--- src/rtl/core/tgarle_pkg.sv ---
// ----------------------------------------------------------------------------
// tgarle_pkg
// Shared types and constants for the Targa RLE true-color pixel decoder.
// ----------------------------------------------------------------------------
`default_nettype none

package tgarle_pkg;

  localparam int unsigned CfgIdxW  = 2;
  localparam int unsigned CfgDataW = 16;
  localparam int unsigned DimW     = 16;
  localparam int unsigned PixW     = 32;
  localparam int unsigned CountW   = 8;
  localparam int unsigned TotalW   = 2 * DimW;

  typedef logic [CfgIdxW-1:0]  cfg_idx_t;
  typedef logic [CfgDataW-1:0] cfg_data_t;
  typedef logic [PixW-1:0]     argb_t;
  typedef logic [CountW-1:0]   count_t;
  typedef logic [TotalW-1:0]   total_t;

  // configuration register indexes
  localparam cfg_idx_t CFG_IMAGE_WIDTH  = 2'd0;
  localparam cfg_idx_t CFG_IMAGE_HEIGHT = 2'd1;
  localparam cfg_idx_t CFG_DEPTH_IS_32  = 2'd2;
  localparam cfg_idx_t CFG_RLE_MODE     = 2'd3;

  localparam logic [7:0] RUN_FLAG_MASK = 8'h80;
  localparam logic [7:0] COUNT_MASK    = 8'h7F;
  localparam logic [7:0] OPAQUE_ALPHA  = 8'hFF;

  localparam logic [1:0] BYTE_RED   = 2'd2;
  localparam logic [1:0] BYTE_ALPHA = 2'd3;

endpackage : tgarle_pkg

`default_nettype wire

--- src/rtl/core/tga_rle_pixel_decoder_top.sv ---
// ----------------------------------------------------------------------------
// tga_rle_pixel_decoder_top
// Decodes TGA true-color pixel data (raw or run-length packed) into ARGB.
// ----------------------------------------------------------------------------
// The block takes one pixel-data byte per transaction: the whole state update
// (packet header decode, byte gather, run count, clip against the image size)
// sits between the state registers and a single output register, so a byte is
// accepted every cycle while the output slot is empty or being drained and no
// size recompute is pending. A finished pixel appears in the cycle after its
// last byte as ARGB (alpha forced to 0xFF for 24-bit data), with the number of
// identical consecutive pixels it stands for, clipped to the pixels still
// missing from the image, and image_done set on the pixel that completes the
// image. Header bytes and partial pixels produce no output transaction. After
// completion all bytes are dropped until a byte arrives with image_start set,
// which clears progress before that byte is decoded. Image size is held as a
// registered width*height product; each configuration write stalls the input
// while the product is recomputed. Configuration is expected only while the
// decoder is idle; writes to the port take effect at once.
// ----------------------------------------------------------------------------
`default_nettype none

module tga_rle_pixel_decoder_top (
  input  wire                   clk,
  input  wire                   rst_n,
  // configuration
  input  wire                   cfg_we,
  input  tgarle_pkg::cfg_idx_t  cfg_index,
  input  tgarle_pkg::cfg_data_t cfg_data,
  // input byte stream
  input  wire                   in_valid,
  output logic                  in_ready,
  input  wire [7:0]             in_data_byte,
  input  wire                   in_image_start,
  // decoded pixels
  output logic                  out_valid,
  input  wire                   out_ready,
  output tgarle_pkg::argb_t     out_pixel_argb,
  output tgarle_pkg::count_t    out_repeat_count,
  output logic                  out_image_done
);

  import tgarle_pkg::*;

  // configuration registers
  logic [DimW-1:0] width_r;
  logic [DimW-1:0] height_r;
  logic            depth32_r;
  logic            rle_r;
  // cached image size, stale after any write until recomputed
  total_t          total_r;
  logic            total_stale_r;

  // decode state
  logic       expect_hdr_r, expect_hdr_nxt;
  logic       is_run_r, is_run_nxt;
  count_t     left_r, left_nxt;
  logic [1:0] bip_r, bip_nxt;
  argb_t      gather_r, gather_nxt;
  total_t     done_r, done_nxt;
  logic       complete_r, complete_nxt;

  // output slot
  logic   out_valid_r, out_valid_nxt;
  argb_t  out_argb_r, out_argb_nxt;
  count_t out_count_r, out_count_nxt;
  logic   out_done_r, out_done_nxt;

  logic in_fire;

  // progress after an optional image_start clear
  logic       eff_expect, eff_run, eff_complete;
  count_t     eff_left;
  logic [1:0] eff_bip;
  argb_t      eff_gather;
  total_t     eff_done;

  argb_t  gathered, argb;
  logic   finished;
  count_t count, count_clip;
  total_t remaining, done_sum;

  always_ff @(posedge clk) begin
    if (!rst_n) begin
      width_r       <= DimW'(1);
      height_r      <= DimW'(1);
      depth32_r     <= 1'b0;
      rle_r         <= 1'b1;
      total_r       <= TotalW'(1);
      total_stale_r <= 1'b0;
    end else begin
      if (cfg_we) begin
        unique case (cfg_index)
          CFG_IMAGE_WIDTH:  width_r   <= cfg_data[DimW-1:0];
          CFG_IMAGE_HEIGHT: height_r  <= cfg_data[DimW-1:0];
          CFG_DEPTH_IS_32:  depth32_r <= cfg_data[0];
          CFG_RLE_MODE:     rle_r     <= cfg_data[0];
          default: ;
        endcase
      end
      if (total_stale_r) begin
        total_r <= TotalW'(width_r) * TotalW'(height_r);
      end
      total_stale_r <= cfg_we;
    end
  end

  assign in_ready = !total_stale_r && (!out_valid_r || out_ready);
  assign in_fire  = in_valid && in_ready;

  always_comb begin
    eff_expect   = in_image_start ? 1'b1          : expect_hdr_r;
    eff_run      = in_image_start ? 1'b0          : is_run_r;
    eff_left     = in_image_start ? '0            : left_r;
    eff_bip      = in_image_start ? 2'd0          : bip_r;
    eff_gather   = in_image_start ? '0            : gather_r;
    eff_done     = in_image_start ? '0            : done_r;
    eff_complete = in_image_start ? 1'b0          : complete_r;

    // replace the selected byte lane with the new byte
    gathered = eff_gather;
    case (eff_bip)
      2'd0:    gathered[7:0]   = in_data_byte;
      2'd1:    gathered[15:8]  = in_data_byte;
      2'd2:    gathered[23:16] = in_data_byte;
      default: gathered[31:24] = in_data_byte;
    endcase
    finished = (eff_bip == BYTE_ALPHA) || (eff_bip == BYTE_RED && !depth32_r);
    argb     = depth32_r ? gathered : {OPAQUE_ALPHA, gathered[23:0]};

    // run length; an empty packet counts as one pixel
    if (rle_r && eff_run) begin
      count = (eff_left == '0) ? CountW'(1) : eff_left;
    end else begin
      count = CountW'(1);
    end

    remaining  = (eff_done < total_r) ? total_r - eff_done : '0;
    count_clip = (remaining < TotalW'(count)) ? remaining[CountW-1:0] : count;
    done_sum   = eff_done + TotalW'(count_clip);

    expect_hdr_nxt = expect_hdr_r;
    is_run_nxt     = is_run_r;
    left_nxt       = left_r;
    bip_nxt        = bip_r;
    gather_nxt     = gather_r;
    done_nxt       = done_r;
    complete_nxt   = complete_r;

    out_valid_nxt = out_valid_r && !out_ready;
    out_argb_nxt  = out_argb_r;
    out_count_nxt = out_count_r;
    out_done_nxt  = out_done_r;

    if (in_fire) begin
      expect_hdr_nxt = eff_expect;
      is_run_nxt     = eff_run;
      left_nxt       = eff_left;
      bip_nxt        = eff_bip;
      gather_nxt     = eff_gather;
      done_nxt       = eff_done;
      complete_nxt   = eff_complete;

      if (!eff_complete) begin
        if (rle_r && eff_expect) begin
          // packet header
          is_run_nxt     = (in_data_byte & RUN_FLAG_MASK) != 8'h00;
          left_nxt       = (in_data_byte & COUNT_MASK) + CountW'(1);
          expect_hdr_nxt = 1'b0;
        end else begin
          gather_nxt = gathered;
          if (!finished) begin
            bip_nxt = eff_bip + 2'd1;
          end else begin
            bip_nxt = 2'd0;
            if (rle_r) begin
              if (eff_run || eff_left <= CountW'(1)) begin
                left_nxt       = '0;
                expect_hdr_nxt = 1'b1;
              end else begin
                left_nxt = eff_left - CountW'(1);
              end
            end
            if (remaining == '0) begin
              // size shrunk below progress: close the image silently
              complete_nxt = 1'b1;
            end else begin
              done_nxt      = done_sum;
              complete_nxt  = (done_sum == total_r);
              out_valid_nxt = 1'b1;
              out_argb_nxt  = argb;
              out_count_nxt = count_clip;
              out_done_nxt  = (done_sum == total_r);
            end
          end
        end
      end
    end
  end

  always_ff @(posedge clk) begin
    if (!rst_n) begin
      expect_hdr_r <= 1'b1;
      is_run_r     <= 1'b0;
      left_r       <= '0;
      bip_r        <= 2'd0;
      gather_r     <= '0;
      done_r       <= '0;
      complete_r   <= 1'b0;
      out_valid_r  <= 1'b0;
    end else begin
      expect_hdr_r <= expect_hdr_nxt;
      is_run_r     <= is_run_nxt;
      left_r       <= left_nxt;
      bip_r        <= bip_nxt;
      gather_r     <= gather_nxt;
      done_r       <= done_nxt;
      complete_r   <= complete_nxt;
      out_valid_r  <= out_valid_nxt;
    end
  end

  always_ff @(posedge clk) begin
    out_argb_r  <= out_argb_nxt;
    out_count_r <= out_count_nxt;
    out_done_r  <= out_done_nxt;
  end

  assign out_valid        = out_valid_r;
  assign out_pixel_argb   = out_argb_r;
  assign out_repeat_count = out_count_r;
  assign out_image_done   = out_done_r;

  // a configuration write blocks input until the size product is refreshed
  a_cfg_stalls_input : assert property (@(posedge clk) disable iff (!rst_n)
    cfg_we |=> !in_ready)
    else $error("input accepted while image size was being recomputed");

  // every pixel stands for between 1 and 128 pixels
  a_count_range : assert property (@(posedge clk) disable iff (!rst_n)
    out_valid_r |-> (out_count_r != '0) && (out_count_r <= CountW'(128)))
    else $error("repeat count out of range");

  // once complete, bytes without image_start leave progress untouched
  a_complete_holds : assert property (@(posedge clk) disable iff (!rst_n)
    (complete_r && in_fire && !in_image_start) |=> $stable(done_r) && complete_r)
    else $error("progress changed after image completion");

endmodule : tga_rle_pixel_decoder_top

`default_nettype wire
--- config.mk ---
export PLATFORM = sky130hd
export DESIGN_NAME = tga_rle_pixel_decoder_top
export DESIGN_NICKNAME = d
export VERILOG_FILES = /design/src/rtl/core/tgarle_pkg.sv /design/src/rtl/core/tga_rle_pixel_decoder_top.sv
export SDC_FILE = /design/constraint.sdc
export NUM_CORES = 1
export LEC_CHECK = 0
export ABC_AREA = 1
export CAP_MARGIN = 20
export CELL_PAD_IN_SITES_DETAIL_PLACEMENT = 2
export CELL_PAD_IN_SITES_GLOBAL_PLACEMENT = 2
export CORE_UTILIZATION = 41
export CTS_CLUSTER_SIZE = 14
export DETAILED_ROUTE_END_ITERATION = 12
export DONT_BUFFER_PORTS = 1
export PLACE_DENSITY_LB_ADDON = 0.1
export SLEW_MARGIN = 15
export SYNTH_ARGS = -nofsm -noshare
export SYNTH_HDL_FRONTEND = slang
export SYNTH_SLANG_ARGS = --single-unit
--- constraint.sdc ---
create_clock -name clk -period 14.5 [get_ports clk]
set_input_delay 2.175 -clock clk [delete_from_list [all_inputs] [get_ports clk]]
set_output_delay 2.175 -clock clk [all_outputs]
set_load 0.01 [all_outputs]
# After elaboration in Yosys (flattened, before gate mapping)
# Index checks and enable logic that the tools add are counted.
# op_classes
add_sub_neg	5
n_mul	1
n_lt_le_gt_ge	3
n_eq_ne	7
mux	45
bitwise_logic	3
n_reduce_logical	23
# ops
cell	n
$mux 32	9
$mux 8	13
$add 32x8->32	1
$eq 32x32->1	1
$logic_not 32->1	1
$lt 32x32->1	1
$lt 32x8->1	1
$mul 16x16->32	1
$sub 32x32->32	1
$mux 1	19
$add 7x1->8 const B	1
$eq 2x2->1 const B	4
$le 8x1->1 const B	1
$logic_not 8->1	1
$mux 2	4
$reduce_and 2->1	4
$sub 8x1->8 const B	1
$logic_and 1x1->1	6
$reduce_and 5->1	1
$eq 2x1->1 const B	2
$logic_not 1->1	4
$logic_not 2->1	2
$logic_or 1x1->1	3
$not 1->1	3
2 further kinds	2
# totals
reg_bits	186
inputBits	32

# Depth between registers and ports, before layout
# logic_depth
ltp_word	12
mapped_depth	50
depth_no_buf	45

# Worst setup path after synthesis
# OpenSTA, ideal clock, no wires.
# synth_timing
path_kind	input port to flip-flop
start	input in_image_start
end	register complete_r
arrival_time_ns	7.781
required_ns	14.430
setup_slack_ns	6.649
cell_stages	47
path_buffers	5
cell_sequence	inv_2 -> buf_6 -> buf_2 -> buf_1 -> nand2_1 -> inv_1 -> ha_1 -> inv_1 -> fa_1 -> nand3_1 -> nand3_1 -> nand2_2 -> nand2_2 -> nand2_1 -> nand2_2 -> nand2_2 -> nand2_4 -> nand2_4 -> [... 11 more ...] -> fa_1 -> inv_1 -> nand3_1 -> nand3_1 -> nand3_1 -> nand2_2 -> nand2_1 -> o21ai_1 -> nand2_1 -> nand2_1 -> nand2_1 -> nor2_1 -> nand2_1 -> nor2_1 -> nand3_1 -> nand2_1 -> nand2_1 -> a21oi_1
# synth_between
elab_chain_cells	12
elab_cells_between_ends	27
classes_between	add/sub: 2; order compare: 2; eq/ne: 3; mux: 14; reduce/logical: 6
# synth_lines
item	line_no	rtl
from (decl)	tga_rle_pixel_decoder_top.sv:33	input wire in_image_start,
branches (longest 5 deep; another with $sub 32x32->32)	--	
$mux 8 (*)	tga_rle_pixel_decoder_top.sv:138	count_clip = (remaining < TotalW'(count)) ? remaining[CountW-1:0] : count;
via count_clip[0]	tga_rle_pixel_decoder_top.sv:79	count_t count, count_clip;
$add 32x8->32 (*)	tga_rle_pixel_decoder_top.sv:139	done_sum = eff_done + TotalW'(count_clip);
$eq 32x32->1 (*)	tga_rle_pixel_decoder_top.sv:188	complete_nxt = (done_sum == total_r);
$mux 1 (*)	tga_rle_pixel_decoder_top.sv:183	if (remaining == '0) begin
$mux 1 (*)	tga_rle_pixel_decoder_top.sv:171	if (!finished) begin
$mux 1 (*)	tga_rle_pixel_decoder_top.sv:164	if (rle_r && eff_expect) begin
$mux 1 (*)	tga_rle_pixel_decoder_top.sv:163	if (!eff_complete) begin
to (signal assigned)	tga_rle_pixel_decoder_top.sv:217	complete_r <= complete_nxt;
to (decl)	tga_rle_pixel_decoder_top.sv:60	logic complete_r, complete_nxt;
# Mark *: on every way through the listed nets, which the timed path passes.
# A chain may end at the register's enable or synchronous reset.

# Worst setup path after layout
# layout_timing
start	input in_image_start
end	register out_done_r, in the netlist out_image_done (data pin)
# layout_between
elab_chain_cells	8
elab_cells_between_ends	14
classes_between	add/sub: 2; order compare: 2; eq/ne: 1; mux: 7; reduce/logical: 2
# layout_lines
item	line_no	rtl
branches (longest 5 deep; another with $sub 32x32->32)	--	
$mux 8 (*)	tga_rle_pixel_decoder_top.sv:138	
via count_clip[2]	tga_rle_pixel_decoder_top.sv:79	
$add 32x8->32 (*)	tga_rle_pixel_decoder_top.sv:139	
$eq 32x32->1 (*)	tga_rle_pixel_decoder_top.sv:192	out_done_nxt = (done_sum == total_r);
to (signal assigned)	tga_rle_pixel_decoder_top.sv:225	out_done_r <= out_done_nxt;
to (decl)	tga_rle_pixel_decoder_top.sv:66	logic out_done_r, out_done_nxt;
# Marked as above.

==> impl_metrics.json <==
{
  "slowest_stage": "inv_2",
  "place_area_um2": 22600,
  "run_status": "completed",
  "slew_viol_final": 0,
  "startpoint_type": "primary input",
  "min_path_cells": 2,
  "hp-start": "gather_r[6]",
  "cts_tree": "built",
  "internal_power_mw": 0.996,
  "die-area_um2": 54900,
  "multiInputGateArea_um2": 14900,
  "synth_cells": 3300,
  "wire_per_inst_um": 24.4,
  "cp_common_cell": "nand2_1",
  "drt-pass1-iter-count": 5,
  "maxCapViolations": 0,
  "rrSetupSlack_ps": 6890,
  "diodes": 0,
  "grt_pass1_wl_um": 144000,
  "core_area_um2": 53000,
  "synth_ff_type": "dfxtp_1",
  "yosysSeqAreaShare_pct": 18.7,
  "via_per_inst": 5.57,
  "critPathArrivalTime_ps": 9730,
  "tns_ps": 0,
  "htree_levels": 4,
  "finalSetupViolations": 0,
  "clock_skew_ps": 21.5,
  "clkPwrFrac_pct": 29.5,
  "syn_to_final_growth_pct": 4.78,
  "synthesis.nets": 3686,
  "critical_path.max_stage_delay_ps": 500,
  "grt-ovfl-total": 0,
  "cts_buffer_depth": 2,
  "io_buffers": 0,
  "fin_ws_ps": 5020,
  "hold_path_class": "flop to flop",
  "min_period_ps": 9480,
  "clk_pin_slew_worst_paths_ps": 80,
  "worstPathRequired_ps": 14750,
  "r2r-start": "done_r[25]",
  "end_kind": "flop",
  "hold_viol_final": 0,
  "grt_pass1_vias": 24800,
  "initialDrtViolationCount": 1021,
  "async_flop_share_pct": 0,
  "finalCritPeriodShare_pct": 65.4,
  "final_area_um2": 23200,
  "swShare_pct": 42.8,
  "gp_congestion": 0.936,
  "fp.dieW_um": 234,
  "power_density_nw_per_um2": 75.0,
  "pwr-share-seq_pct": 35.0,
  "syn_area_um2": 22100,
  "rr_worst_depth": 34,
  "place_hpwl_um": 75100,
  "fmax_ghz": 0.106,
  "layout-drive-gt1-share_pct": 4.01,
  "synth-seq-cells": 186,
  "io-pin-count": 75,
  "p_sw_mw": 0.744,
  "pre_cts_slack_ps": 4540,
  "synth_edf_count": 41,
  "num_rows": 84,
  "start_util_pct": 41.8,
  "syn-mean-instance-area_um2": 6.71,
  "worst_pin_slew_ps": 1200,
  "root_buffer": "clkbuf_16",
  "grt_usage_pct": 35.1,
  "drc_errors": 0,
  "antenna_found_initial": 0,
  "seqCellArea_um2": 4130,
  "ys_warn_count": 0,
  "post_cts_buffers": 0,
  "p_leak_nw": 12.3,
  "ctsResizeCount": 0,
  "worstSkewPairLatency_ps": 500,
  "cts_hold_buf": 0,
  "worstSetupPathType": "primary input to flop",
  "timing.slew.headroom_pct": 19.9,
  "cts.sinks": 186,
  "crit_fanout": 34,
  "num_vias": 21800,
  "rsz0062_at_grt": "false",
  "final_common_cell": "nand2_1",
  "min_to": "gather_r[6]",
  "wl_um": 95500,
  "fill_cells": 6499,
  "die-height_um": 234,
  "cts_buffers": 17,
  "p_comb_share_pct": 35.5,
  "vdd.ir_drop.worst_mv": 0.0972,
  "yosysUniqueCellTypes": 54,
  "holdWs_ps": 476,
  "r2r_end": "out_image_done",
  "layout_common_cells": "nand2_1 (922), inv_1 (662), nor2_1 (259)",
  "nets": 3592,
  "grt_max_degree": 103,
  "drtAntennaViolNets": 0
}
-- state kept, by name (all words and copies together), names as in the netlist --
register / cells
rle_r: 1
left_r: 8
total_r: 32
is_run_r: 1
bip_r: 2
width_r: 16
depth32_r: 1
gather_r: 32
total_stale_r: 1
out_image_done: 1
out_repeat_count: 8
out_pixel_argb: 32
out_valid: 1
done_r: 32
complete_r: 1
height_r: 16
expect_hdr_r: 1
-- how the worst max path moves through the flow --
stage,startpoint,endpoint,slack [ps],depth (start not counted)
after floorplan,in_image_start,complete_r,6650,47
after global placement,in_image_start,out_image_done,4860,34
after detailed placement,in_image_start,out_image_done,4540,43
after CTS,in_image_start,out_image_done,5060,43
after global routing,in_image_start,out_image_done,4440,43
final,in_image_start,out_image_done,5020,39
-- stage by stage --
step           util (%)  instances  total power [mW]
2_1_floorplan         -       3300              1.01
6_report           43.8       3907              1.74
3_3_place_gp       42.6       3875              1.19
5_1_grt            43.8       3907              1.83
4_1_cts            43.8       3907              1.75
3_5_place_dp       42.6       3875              1.23
-- area by class of cell --
cell class	instances	share of cell area (%)
clock inverters	14	0.782
inverters	678	11.0
clock buffers	18	1.89
repair buffers	16	0.518
multi-input cells	2307	64.3
well taps	688	3.71
flip-flops and latches	186	17.8
-- critical path, delay by kind of cell --
kind | cells | cell delay (ps)
AO/OA/AOI/OAI | 3 | 580
AND/OR/NAND/NOR | 26 | 3900
XOR/XNOR | 1 | 310
adder cells (fa/ha/maj) | 4 | 1200
buffers and inverters | 5 | 1520
-- Yosys cell counts, types with 3 or more instances --
cell type	n	area [um2]
nand2_1	923	3460
inv_1	664	2490
nor2_1	260	976
o21ai_0	199	996
fa_1	196	3920
a21oi_1	164	821
ha_1	158	1980
dfxtp_1	145	2900
nand3_1	133	666
clkbuf_1	110	413
edfxtp_1	41	1230
xor2_1	41	359
nand4_1	27	169
nor3_1	23	115
nand2_2	22	138
a21oi_2	21	184
o211ai_1	20	150
o21ai_1	18	90.1
xnor2_1	18	158
inv_2	11	41.3
nand3b_1	11	82.6
a31oi_1	10	62.6
nor2_2	9	56.3
buf_1	8	30.0
nor3b_1	7	52.6
o221ai_1	5	43.8
a22oi_1	4	30.0
buf_2	4	20.0
buf_4	3	22.5
clkinv_1	3	11.3
nand2_4	3	33.8
nor4_1	3	18.8
o21bai_1	3	22.5
xnor3_1	3	67.6
-- power groups by stage --
stage	clock (mW)	sequential, mW	combinational, mW
2_1_floorplan	0	0.578	0.434
3_3_place_gp	0	0.615	0.572
3_5_place_dp	0	0.618	0.611
4_1_cts	0.522	0.607	0.620
5_1_grt	0.535	0.610	0.684
6_report	0.514	0.609	0.618
-- cells by family after synthesis --
| family | Yosys count | synth area share, % |
|---|---|---|
| AND/OR/NAND/NOR | 1436 | 26.8 |
| buffers and inverters | 807 | 14.0 |
| AO/OA/AOI/OAI | 455 | 11.2 |
| adder cells (fa/ha/maj) | 354 | 26.6 |
| flip-flops | 186 | 18.7 |
| XOR/XNOR | 62 | 2.64 |
-- per-layer routing --
metal	GRT usage, %	vias up	wire, um
li1	-	9928	-
met1	39.3	11100	38100
met2	64.6	485	49600
met3	4.46	269	2830
met4	18.4	0	5030
met5	0	-	0
Power figures use the tool's default switching activity.
